--- config.mk ---
export PLATFORM = sky130hd
export DESIGN_NAME = splitmix_xor_string_cipher_flat
export DESIGN_NICKNAME = d
export VERILOG_FILES = /design/src/rtl/smx_pkg.sv /design/src/rtl/smx_if.sv /design/src/rtl/smx_front.sv /design/src/rtl/smx_queue.sv /design/src/rtl/smx_back.sv /design/src/rtl/splitmix_xor_string_cipher.sv /design/src/flat_wrapper.sv
export SDC_FILE = /design/constraint.sdc
export NUM_CORES = 2
export LEC_CHECK = 0
export BUFFER_PORTS_ARGS = -buffer_cell sky130_fd_sc_hd__buf_2
export CAP_MARGIN = 10
export CORE_ASPECT_RATIO = 2
export CORE_MARGIN = 3
export CORE_UTILIZATION = 40
export DETAILED_ROUTE_END_ITERATION = 8
export GPL_TIMING_DRIVEN = 1
export PLACE_DENSITY_LB_ADDON = 0.3
export RECOVER_POWER = 50
export SLEW_MARGIN = 10
export SYNTH_ARGS = -nofsm -noshare
export SYNTH_HDL_FRONTEND = slang
export SYNTH_SLANG_ARGS = --single-unit
--- constraint.sdc ---
create_clock -name clk -period 8.4 [get_ports clk]
set_input_delay 0.42 -clock clk [delete_from_list [all_inputs] [get_ports clk]]
set_output_delay 0.42 -clock clk [all_outputs]
set_load 0.005 [all_outputs]
--- src/rtl/smx_pkg.sv ---
// ============================================================================
// SplitMix32 XOR cipher package
// Shared constants and the command item passed from front end to back end.
// ============================================================================
package smx_pkg;

    localparam logic [31:0] GOLDEN_STEP = 32'h9E37_79B9;
    localparam logic [31:0] MIX_MUL_A   = 32'h85EB_CA6B;
    localparam logic [31:0] MIX_MUL_B   = 32'hC2B2_AE35;

    localparam int SMX_QUEUE_DEPTH = 2;

    typedef struct packed {
        logic [7:0]  data_byte;
        logic        last_of_string;
        logic        new_word;
        logic [1:0]  byte_pos;
        logic [31:0] gen_state;
    } smx_cmd_t;

endpackage

--- src/rtl/smx_if.sv ---
// ============================================================================
// SplitMix32 XOR cipher stream interfaces
// Valid/ready channels for the input byte items and the result items.
// ============================================================================
interface smx_in_if;
    logic       valid;
    logic       ready;
    logic [7:0] data_byte;
    logic       last_of_string;
    logic       start_of_batch;
    logic       empty_string;

    modport source (output valid, output data_byte, output last_of_string,
                    output start_of_batch, output empty_string, input ready);
    modport sink   (input valid, input data_byte, input last_of_string,
                    input start_of_batch, input empty_string, output ready);
endinterface

interface smx_out_if;
    logic       valid;
    logic       ready;
    logic [7:0] cipher_byte;
    logic       last_out;

    modport source (output valid, output cipher_byte, output last_out, input ready);
    modport sink   (input valid, input cipher_byte, input last_out, output ready);
endinterface

--- src/rtl/smx_front.sv ---
// ============================================================================
// SplitMix32 XOR cipher front end
// Accepts items, tracks string index and generator state, issues commands.
// ============================================================================
module smx_front (
    input  logic              clk,
    input  logic              rst_n,
    input  logic              cfg_we,
    input  logic [31:0]       cfg_wdata,
    smx_in_if.sink            stream,
    input  logic              queue_full,
    output logic              push,
    output smx_pkg::smx_cmd_t push_cmd
);
    import smx_pkg::*;

    logic [31:0] master_seed_reg;
    logic [31:0] string_index_reg, string_index_next;
    logic [31:0] gen_state_reg, gen_state_next;
    logic [1:0]  byte_pos_reg, byte_pos_next;
    logic        at_start_reg, at_start_next;
    logic        accept;

    assign stream.ready = !queue_full;
    assign accept       = stream.valid && !queue_full;
    assign push         = accept && !stream.empty_string;

    always_comb
    begin
        logic [31:0] idx0;
        logic        start0;
        logic [1:0]  pos0;
        logic [1:0]  pos1;
        logic [31:0] gs;

        idx0   = stream.start_of_batch ? 32'd0 : string_index_reg;
        start0 = stream.start_of_batch || at_start_reg;
        pos0   = stream.start_of_batch ? 2'd0 : byte_pos_reg;
        pos1   = start0 ? 2'd0 : pos0;
        gs     = start0 ? (master_seed_reg ^ idx0) : gen_state_reg;
        if (pos1 == 2'd0)
        begin
            gs = gs + GOLDEN_STEP;
        end

        push_cmd.data_byte      = stream.data_byte;
        push_cmd.last_of_string = stream.last_of_string;
        push_cmd.new_word       = (pos1 == 2'd0);
        push_cmd.byte_pos       = pos1;
        push_cmd.gen_state      = gs;

        string_index_next = string_index_reg;
        gen_state_next    = gen_state_reg;
        byte_pos_next     = byte_pos_reg;
        at_start_next     = at_start_reg;

        if (stream.empty_string)
        begin
            string_index_next = idx0 + (start0 ? 32'd1 : 32'd2);
            at_start_next     = 1'b1;
            byte_pos_next     = 2'd0;
        end
        else if (stream.last_of_string)
        begin
            string_index_next = idx0 + 32'd1;
            gen_state_next    = gs;
            at_start_next     = 1'b1;
            byte_pos_next     = 2'd0;
        end
        else
        begin
            string_index_next = idx0;
            gen_state_next    = gs;
            at_start_next     = 1'b0;
            byte_pos_next     = pos1 + 2'd1;
        end
    end

    always_ff @(posedge clk or negedge rst_n)
    begin
        if (!rst_n)
        begin
            master_seed_reg  <= 32'd0;
            string_index_reg <= 32'd0;
            gen_state_reg    <= 32'd0;
            byte_pos_reg     <= 2'd0;
            at_start_reg     <= 1'b1;
        end
        else
        begin
            if (cfg_we)
            begin
                master_seed_reg <= cfg_wdata;
            end
            if (accept)
            begin
                string_index_reg <= string_index_next;
                gen_state_reg    <= gen_state_next;
                byte_pos_reg     <= byte_pos_next;
                at_start_reg     <= at_start_next;
            end
        end
    end

endmodule

--- src/rtl/smx_queue.sv ---
// ============================================================================
// SplitMix32 XOR cipher command queue
// Small FIFO that decouples the front end from the back end.
// ============================================================================
module smx_queue #(
    parameter int DEPTH = smx_pkg::SMX_QUEUE_DEPTH
) (
    input  logic              clk,
    input  logic              rst_n,
    input  logic              push,
    input  smx_pkg::smx_cmd_t push_cmd,
    input  logic              pop,
    output smx_pkg::smx_cmd_t pop_cmd,
    output logic              full,
    output logic              empty
);
    import smx_pkg::*;

    localparam int PTR_W = (DEPTH > 1) ? $clog2(DEPTH) : 1;
    localparam int CNT_W = $clog2(DEPTH + 1);

    smx_cmd_t         slots_reg [DEPTH];
    logic [PTR_W-1:0] wr_ptr_reg;
    logic [PTR_W-1:0] rd_ptr_reg;
    logic [CNT_W-1:0] count_reg;
    logic             do_push;
    logic             do_pop;

    assign full    = (count_reg == CNT_W'(DEPTH));
    assign empty   = (count_reg == CNT_W'(0));
    assign do_push = push && !full;
    assign do_pop  = pop && !empty;
    assign pop_cmd = slots_reg[rd_ptr_reg];

    always_ff @(posedge clk)
    begin
        if (do_push)
        begin
            slots_reg[wr_ptr_reg] <= push_cmd;
        end
    end

    always_ff @(posedge clk or negedge rst_n)
    begin
        if (!rst_n)
        begin
            wr_ptr_reg <= '0;
            rd_ptr_reg <= '0;
            count_reg  <= '0;
        end
        else
        begin
            if (do_push)
            begin
                wr_ptr_reg <= (wr_ptr_reg == PTR_W'(DEPTH - 1)) ? '0 : wr_ptr_reg + PTR_W'(1);
            end
            if (do_pop)
            begin
                rd_ptr_reg <= (rd_ptr_reg == PTR_W'(DEPTH - 1)) ? '0 : rd_ptr_reg + PTR_W'(1);
            end
            if (do_push && !do_pop)
            begin
                count_reg <= count_reg + CNT_W'(1);
            end
            else if (do_pop && !do_push)
            begin
                count_reg <= count_reg - CNT_W'(1);
            end
        end
    end

endmodule

--- src/rtl/smx_back.sv ---
// ============================================================================
// SplitMix32 XOR cipher back end
// Mixes key words in the MUL2 and FIN states and XORs bytes into the result register.
// ============================================================================
module smx_back (
    input  logic              clk,
    input  logic              rst_n,
    input  logic              queue_empty,
    input  smx_pkg::smx_cmd_t pop_cmd,
    output logic              pop,
    smx_out_if.source         result
);
    import smx_pkg::*;

    localparam logic [1:0] S_IDLE = 2'd0;
    localparam logic [1:0] S_MUL2 = 2'd1;
    localparam logic [1:0] S_FIN  = 2'd2;
    localparam logic [1:0] S_EMIT = 2'd3;

    logic [1:0]  state_reg;
    logic [31:0] prod_reg;
    logic [31:0] key_word_reg;
    logic [7:0]  data_reg;
    logic        last_reg;
    logic [1:0]  pos_reg;
    logic        out_valid_reg;
    logic [7:0]  cipher_byte_reg;
    logic        last_out_reg;
    logic [7:0]  key_byte;
    logic        slot_free;
    logic        emit;

    assign slot_free          = !out_valid_reg || result.ready;
    assign pop                = (state_reg == S_IDLE) && !queue_empty;
    assign emit               = (state_reg == S_EMIT) && slot_free;
    assign result.valid       = out_valid_reg;
    assign result.cipher_byte = cipher_byte_reg;
    assign result.last_out    = last_out_reg;

    always_comb
    begin
        unique case (pos_reg)
            2'd0: key_byte = key_word_reg[7:0];
            2'd1: key_byte = key_word_reg[15:8];
            2'd2: key_byte = key_word_reg[23:16];
            2'd3: key_byte = key_word_reg[31:24];
            default: key_byte = key_word_reg[7:0];
        endcase
    end

    always_ff @(posedge clk)
    begin
        if (pop)
        begin
            data_reg <= pop_cmd.data_byte;
            last_reg <= pop_cmd.last_of_string;
            pos_reg  <= pop_cmd.byte_pos;
            prod_reg <= (pop_cmd.gen_state ^ (pop_cmd.gen_state >> 16)) * MIX_MUL_A;
        end
        else if (state_reg == S_MUL2)
        begin
            prod_reg <= (prod_reg ^ (prod_reg >> 13)) * MIX_MUL_B;
        end
        if (emit)
        begin
            cipher_byte_reg <= data_reg ^ key_byte;
            last_out_reg    <= last_reg;
        end
    end

    always_ff @(posedge clk or negedge rst_n)
    begin
        if (!rst_n)
        begin
            state_reg     <= S_IDLE;
            key_word_reg  <= 32'd0;
            out_valid_reg <= 1'b0;
        end
        else
        begin
            if (emit)
            begin
                out_valid_reg <= 1'b1;
            end
            else if (result.ready)
            begin
                out_valid_reg <= 1'b0;
            end

            unique case (state_reg)
                S_IDLE:
                begin
                    if (pop)
                    begin
                        state_reg <= pop_cmd.new_word ? S_MUL2 : S_EMIT;
                    end
                end
                S_MUL2:
                begin
                    state_reg <= S_FIN;
                end
                S_FIN:
                begin
                    key_word_reg <= prod_reg ^ (prod_reg >> 16);
                    state_reg    <= S_EMIT;
                end
                S_EMIT:
                begin
                    if (slot_free)
                    begin
                        state_reg <= S_IDLE;
                    end
                end
                default:
                begin
                    state_reg <= S_IDLE;
                end
            endcase
        end
    end

endmodule

--- src/rtl/splitmix_xor_string_cipher.sv ---
// ============================================================================
// SplitMix32 XOR keystream string cipher
// Accepted input items go through the command queue to the back end, where a
// byte that opens a new key word passes the MUL2 and FIN states before the
// result register. The back end pops no new item until its byte is emitted.
// Empty-string items stop in the front end. Reset is asynchronous.
// ============================================================================
module splitmix_xor_string_cipher #(
    parameter int QUEUE_DEPTH = smx_pkg::SMX_QUEUE_DEPTH
) (
    input  logic        clk,
    input  logic        rst_n,
    input  logic        cfg_we,
    input  logic [31:0] cfg_wdata,
    smx_in_if.sink      stream,
    smx_out_if.source   result
);
    import smx_pkg::*;

    smx_cmd_t push_cmd;
    smx_cmd_t pop_cmd;
    logic     push;
    logic     pop;
    logic     queue_full;
    logic     queue_empty;

    smx_front u_front (
        .clk        (clk),
        .rst_n      (rst_n),
        .cfg_we     (cfg_we),
        .cfg_wdata  (cfg_wdata),
        .stream     (stream),
        .queue_full (queue_full),
        .push       (push),
        .push_cmd   (push_cmd)
    );

    smx_queue #(
        .DEPTH (QUEUE_DEPTH)
    ) u_queue (
        .clk      (clk),
        .rst_n    (rst_n),
        .push     (push),
        .push_cmd (push_cmd),
        .pop      (pop),
        .pop_cmd  (pop_cmd),
        .full     (queue_full),
        .empty    (queue_empty)
    );

    smx_back u_back (
        .clk         (clk),
        .rst_n       (rst_n),
        .queue_empty (queue_empty),
        .pop_cmd     (pop_cmd),
        .pop         (pop),
        .result      (result)
    );

endmodule

--- src/flat_wrapper.sv ---
// flat-port wrapper written by rule: the top's interface ports become plain ports
module splitmix_xor_string_cipher_flat import smx_pkg::*;
#(
    parameter int QUEUE_DEPTH = smx_pkg::SMX_QUEUE_DEPTH
)
  (clk, rst_n, cfg_we, cfg_wdata, stream_valid, stream_data_byte, stream_last_of_string, stream_start_of_batch, stream_empty_string, stream_ready, result_valid, result_cipher_byte, result_last_out, result_ready);
  smx_in_if stream_i ();
  smx_out_if result_i ();
  input  logic clk;
  input  logic rst_n;
  input  logic cfg_we;
  input  logic [31:0] cfg_wdata;
  input wire logic [$bits(stream_i.valid)-1:0] stream_valid;
  input wire logic [$bits(stream_i.data_byte)-1:0] stream_data_byte;
  input wire logic [$bits(stream_i.last_of_string)-1:0] stream_last_of_string;
  input wire logic [$bits(stream_i.start_of_batch)-1:0] stream_start_of_batch;
  input wire logic [$bits(stream_i.empty_string)-1:0] stream_empty_string;
  output wire logic [$bits(stream_i.ready)-1:0] stream_ready;
  output wire logic [$bits(result_i.valid)-1:0] result_valid;
  output wire logic [$bits(result_i.cipher_byte)-1:0] result_cipher_byte;
  output wire logic [$bits(result_i.last_out)-1:0] result_last_out;
  input wire logic [$bits(result_i.ready)-1:0] result_ready;
  assign stream_i.valid = stream_valid;
  assign stream_i.data_byte = stream_data_byte;
  assign stream_i.last_of_string = stream_last_of_string;
  assign stream_i.start_of_batch = stream_start_of_batch;
  assign stream_i.empty_string = stream_empty_string;
  assign stream_ready = stream_i.ready;
  assign result_valid = result_i.valid;
  assign result_cipher_byte = result_i.cipher_byte;
  assign result_last_out = result_i.last_out;
  assign result_i.ready = result_ready;
  splitmix_xor_string_cipher #(.QUEUE_DEPTH(QUEUE_DEPTH)) u_core (.clk(clk), .rst_n(rst_n), .cfg_we(cfg_we), .cfg_wdata(cfg_wdata), .stream(stream_i), .result(result_i));
endmodule
==> results.sh <==
export IMPL_layout_common_cells="614 x inv_1, 393 x fa_1, 388 x ha_1"
export IMPL_grt_pass1_wl_um=132000
export IMPL_rr_worst_depth=24
export IMPL_cts_tree="yes"
export IMPL_hold_class="input port to flop"
export IMPL_io_pins=59
export IMPL_start_kind="flop"
export IMPL_drc=0
export IMPL_gp_congestion=1.00
export IMPL_crit_family="adder cells"
export IMPL_die_x_um=201
export IMPL_post_route_period_util_pct=94.8
export IMPL_core_area_sq_mm=0.0752
export IMPL_dpl_worst_slack_ns=0.372
export IMPL_synth_seq_cells=278
export IMPL_overflow=0
export IMPL_synth_async_reset_ratio_pct=49.6
export IMPL_dr_pass1_iters=4
export IMPL_synth_cell_types=76
export IMPL_antennaDiodeCount=0
export IMPL_viasPerCell=5.10
export IMPL_grt_pass1_vias=22400
export IMPL_cts_buffer_depth=3
export IMPL_final_common_cell="inv_1"
export IMPL_numCtsBuffers=25
export IMPL_fin_util_pct=43.9
export IMPL_num_nets_final=3705
export IMPL_wl_um=87800
export IMPL_grt_util_all_layers_pct=22.3
export IMPL_drt_iter0_drc=653
export IMPL_max_cap_violations=7
export IMPL_crit_top_cell="fa_1"
export IMPL_cts_root_buffer="clkbuf_16"
export IMPL_syn_nets=3613
export IMPL_cp_arrival_ns=8.27
export IMPL_hold_violations=0
export IMPL_setup_viol=0
export IMPL_synth_edf_count=140
export IMPL_vias=19900
export IMPL_worst_setup_path_type="flop to flop"
export IMPL_cp_max_fo=11
export IMPL_antenna_found_initial=0
export IMPL_max_freq_mhz=126
export IMPL_clkSinkCount=278
export IMPL_fillCellCount=7152
export IMPL_fp_dieArea_sq_mm=0.0797
export IMPL_htree_num_levels=1
export IMPL_slew_violations=391
export IMPL_area_growth_pct=8.41
export IMPL_status="finished with violations"
export IMPL_min_path_cells=1
export IMPL_wl_per_cell_um=22.5
export IMPL_multi_input_area_sq_mm=0.0202
export IMPL_synth_cells=2784
export IMPL_postCtsSetupBuffers=0
export IMPL_slew_headroom_pct=-218
export IMPL_cp_slowest_stage_delay_ns=0.60
export IMPL_fin_crit_ns=7.96
export IMPL_grt_max_degree=99
export IMPL_worst_slack_ns=0.438
export IMPL_port_buffers=58
export IMPL_worst_pin_slew_ns=4.77
export IMPL_clk_pin_slew_ns=0.07
export IMPL_cp_num_buf_inv=3
export IMPL_ys_seq_area_share_pct=25.1
export IMPL_clock_skew_ns=0.0126
export IMPL_setup_tns_ns=0
export IMPL_path_cells="mux2i_1, xnor2_1, inv_1, xnor2_1, ha_1, fa_1, fa_1, inv_1, fa_1, fa_1, inv_1, fa_1, fa_1, fa_1, ha_1, nand2_1, nor2_1, nand3_1, o211ai_1, a21oi_1, o21a_1, o21ai_0, xnor2_1, mux2i_1"
export IMPL_dieHeight_um=396
export IMPL_start_util_pct=40.5
export IMPL_synth_avg_cell_area_sq_um=10.9
export IMPL_rsz0062_at_grt="false"
export IMPL_insertion_delay_ns=0.57
export IMPL_cp_end_kind="flop"
export IMPL_hpwl_um=76700
export IMPL_cpMaxStageDelayCell="dfrtp_2"
export IMPL_syn_area_sq_mm=0.0305
export IMPL_path_depth=24
export IMPL_violations="capacitance limit, slew limit"
export IMPL_largest_reg_flops=88
export IMPL_yosys_warnings=0
export IMPL_rows=142
export IMPL_ant_nets=0
export IMPL_required_ns=8.71
export IMPL_seqCellArea_sq_mm=0.00766
export IMPL_layout_drive_gt1_share_pct=9.71
export IMPL_ys_flop_type="edfxtp_1"
[repair_timing]
action                                 4_1_cts  5_1_grt
hold buffers                                 1        0
endpoints found under the hold margin       79        0
setup endpoints to repair                    0        2
resized for setup                            0        2
[cell families after synthesis]
kind of cell               Yosys count  share of synthesized area (%)
adders and majority gates          781                           41.8
buffers and inverters              674                           8.66
and+or+nand+nor                    357                           5.64
AOI/OAI and AO/OA                  318                           6.66
DFF                                278                           25.1
xor gates and xnor gates           233                           6.70
muxes                              143                           5.42
[Yosys cell counts, drive strengths merged, types with 8 or more instances]
library cell    n  share of area [%]
nand3          41               0.71
a21o           20               0.49
nand2b         19               0.39
buf            29               0.71
ha            388                 16
nor4           11               0.39
nor3           29               0.49
o211ai          8               0.20
clkbuf         30               0.37
inv           615                7.6
a31oi          29               0.60
nor2          112                1.4
o22ai          18               0.41
o21a            9               0.22
xnor2         145                4.2
nor2b           8               0.16
dfrtp         137                 11
o21ai          68                1.1
mux2           95                3.5
a21oi         101                1.7
fa            393                 26
a211oi         16               0.39
o22a           20               0.59
xor2           88                2.5
edfxtp        140                 14
mux4            8               0.59
nand2         100                1.2
mux2i          40                1.3
[stage by stage]
step                      hold slack [ns]  std cells  instance area [sq um]
after detailed placement            0.405       3856                  32200
after CTS                          0.0104       3903                  33000
after global placement              0.427       3856                  32200
after floorplan                     0.124       2784                  30500
after global routing               0.0234       3903                  33000
final                              0.0461       3903                  33000
[metal layers]
metal / vias up / global-route usage [%] / share of wire, %
li1: 9208 / - / -
met1: 9895 / 17.8 / 28
met4: 0 / 21.8 / 13
met5: - / 0 / 0
met3: 317 / 1.85 / 2.4
met2: 469 / 45.1 / 57
[worst paths after layout]
kind | slack [ns] | to | startpoint
min | 0.05 | u_core.u_queue.slots_reg[1][40] | stream_data_byte[4]
max reg2reg | 0.44 | u_core.u_back.prod_reg[31] | u_core.u_queue.rd_ptr_reg
min in group asynchronous | 2.12 | u_core.u_front.master_seed_reg[1] | rst_n
max in group asynchronous | 1.68 | u_core.u_front.master_seed_reg[26] | rst_n
min reg2reg | 0.42 | u_core.u_back.result.last_out | u_core.u_back.last_reg
max | 0.44 | u_core.u_back.prod_reg[31] | u_core.u_queue.rd_ptr_reg
[cell type report]
type	count	share of cell area [%]
clock buffer	31	1.99
clock inverter	15	0.451
inverter	615	6.99
multi-input combinational	1832	61.1
sequential	278	23.2
tap	1008	3.82
timing repair buffer	124	2.40
Power is not shown: default switching activity piles up to over one toggle a cycle in this logic, so the estimate is an artifact.
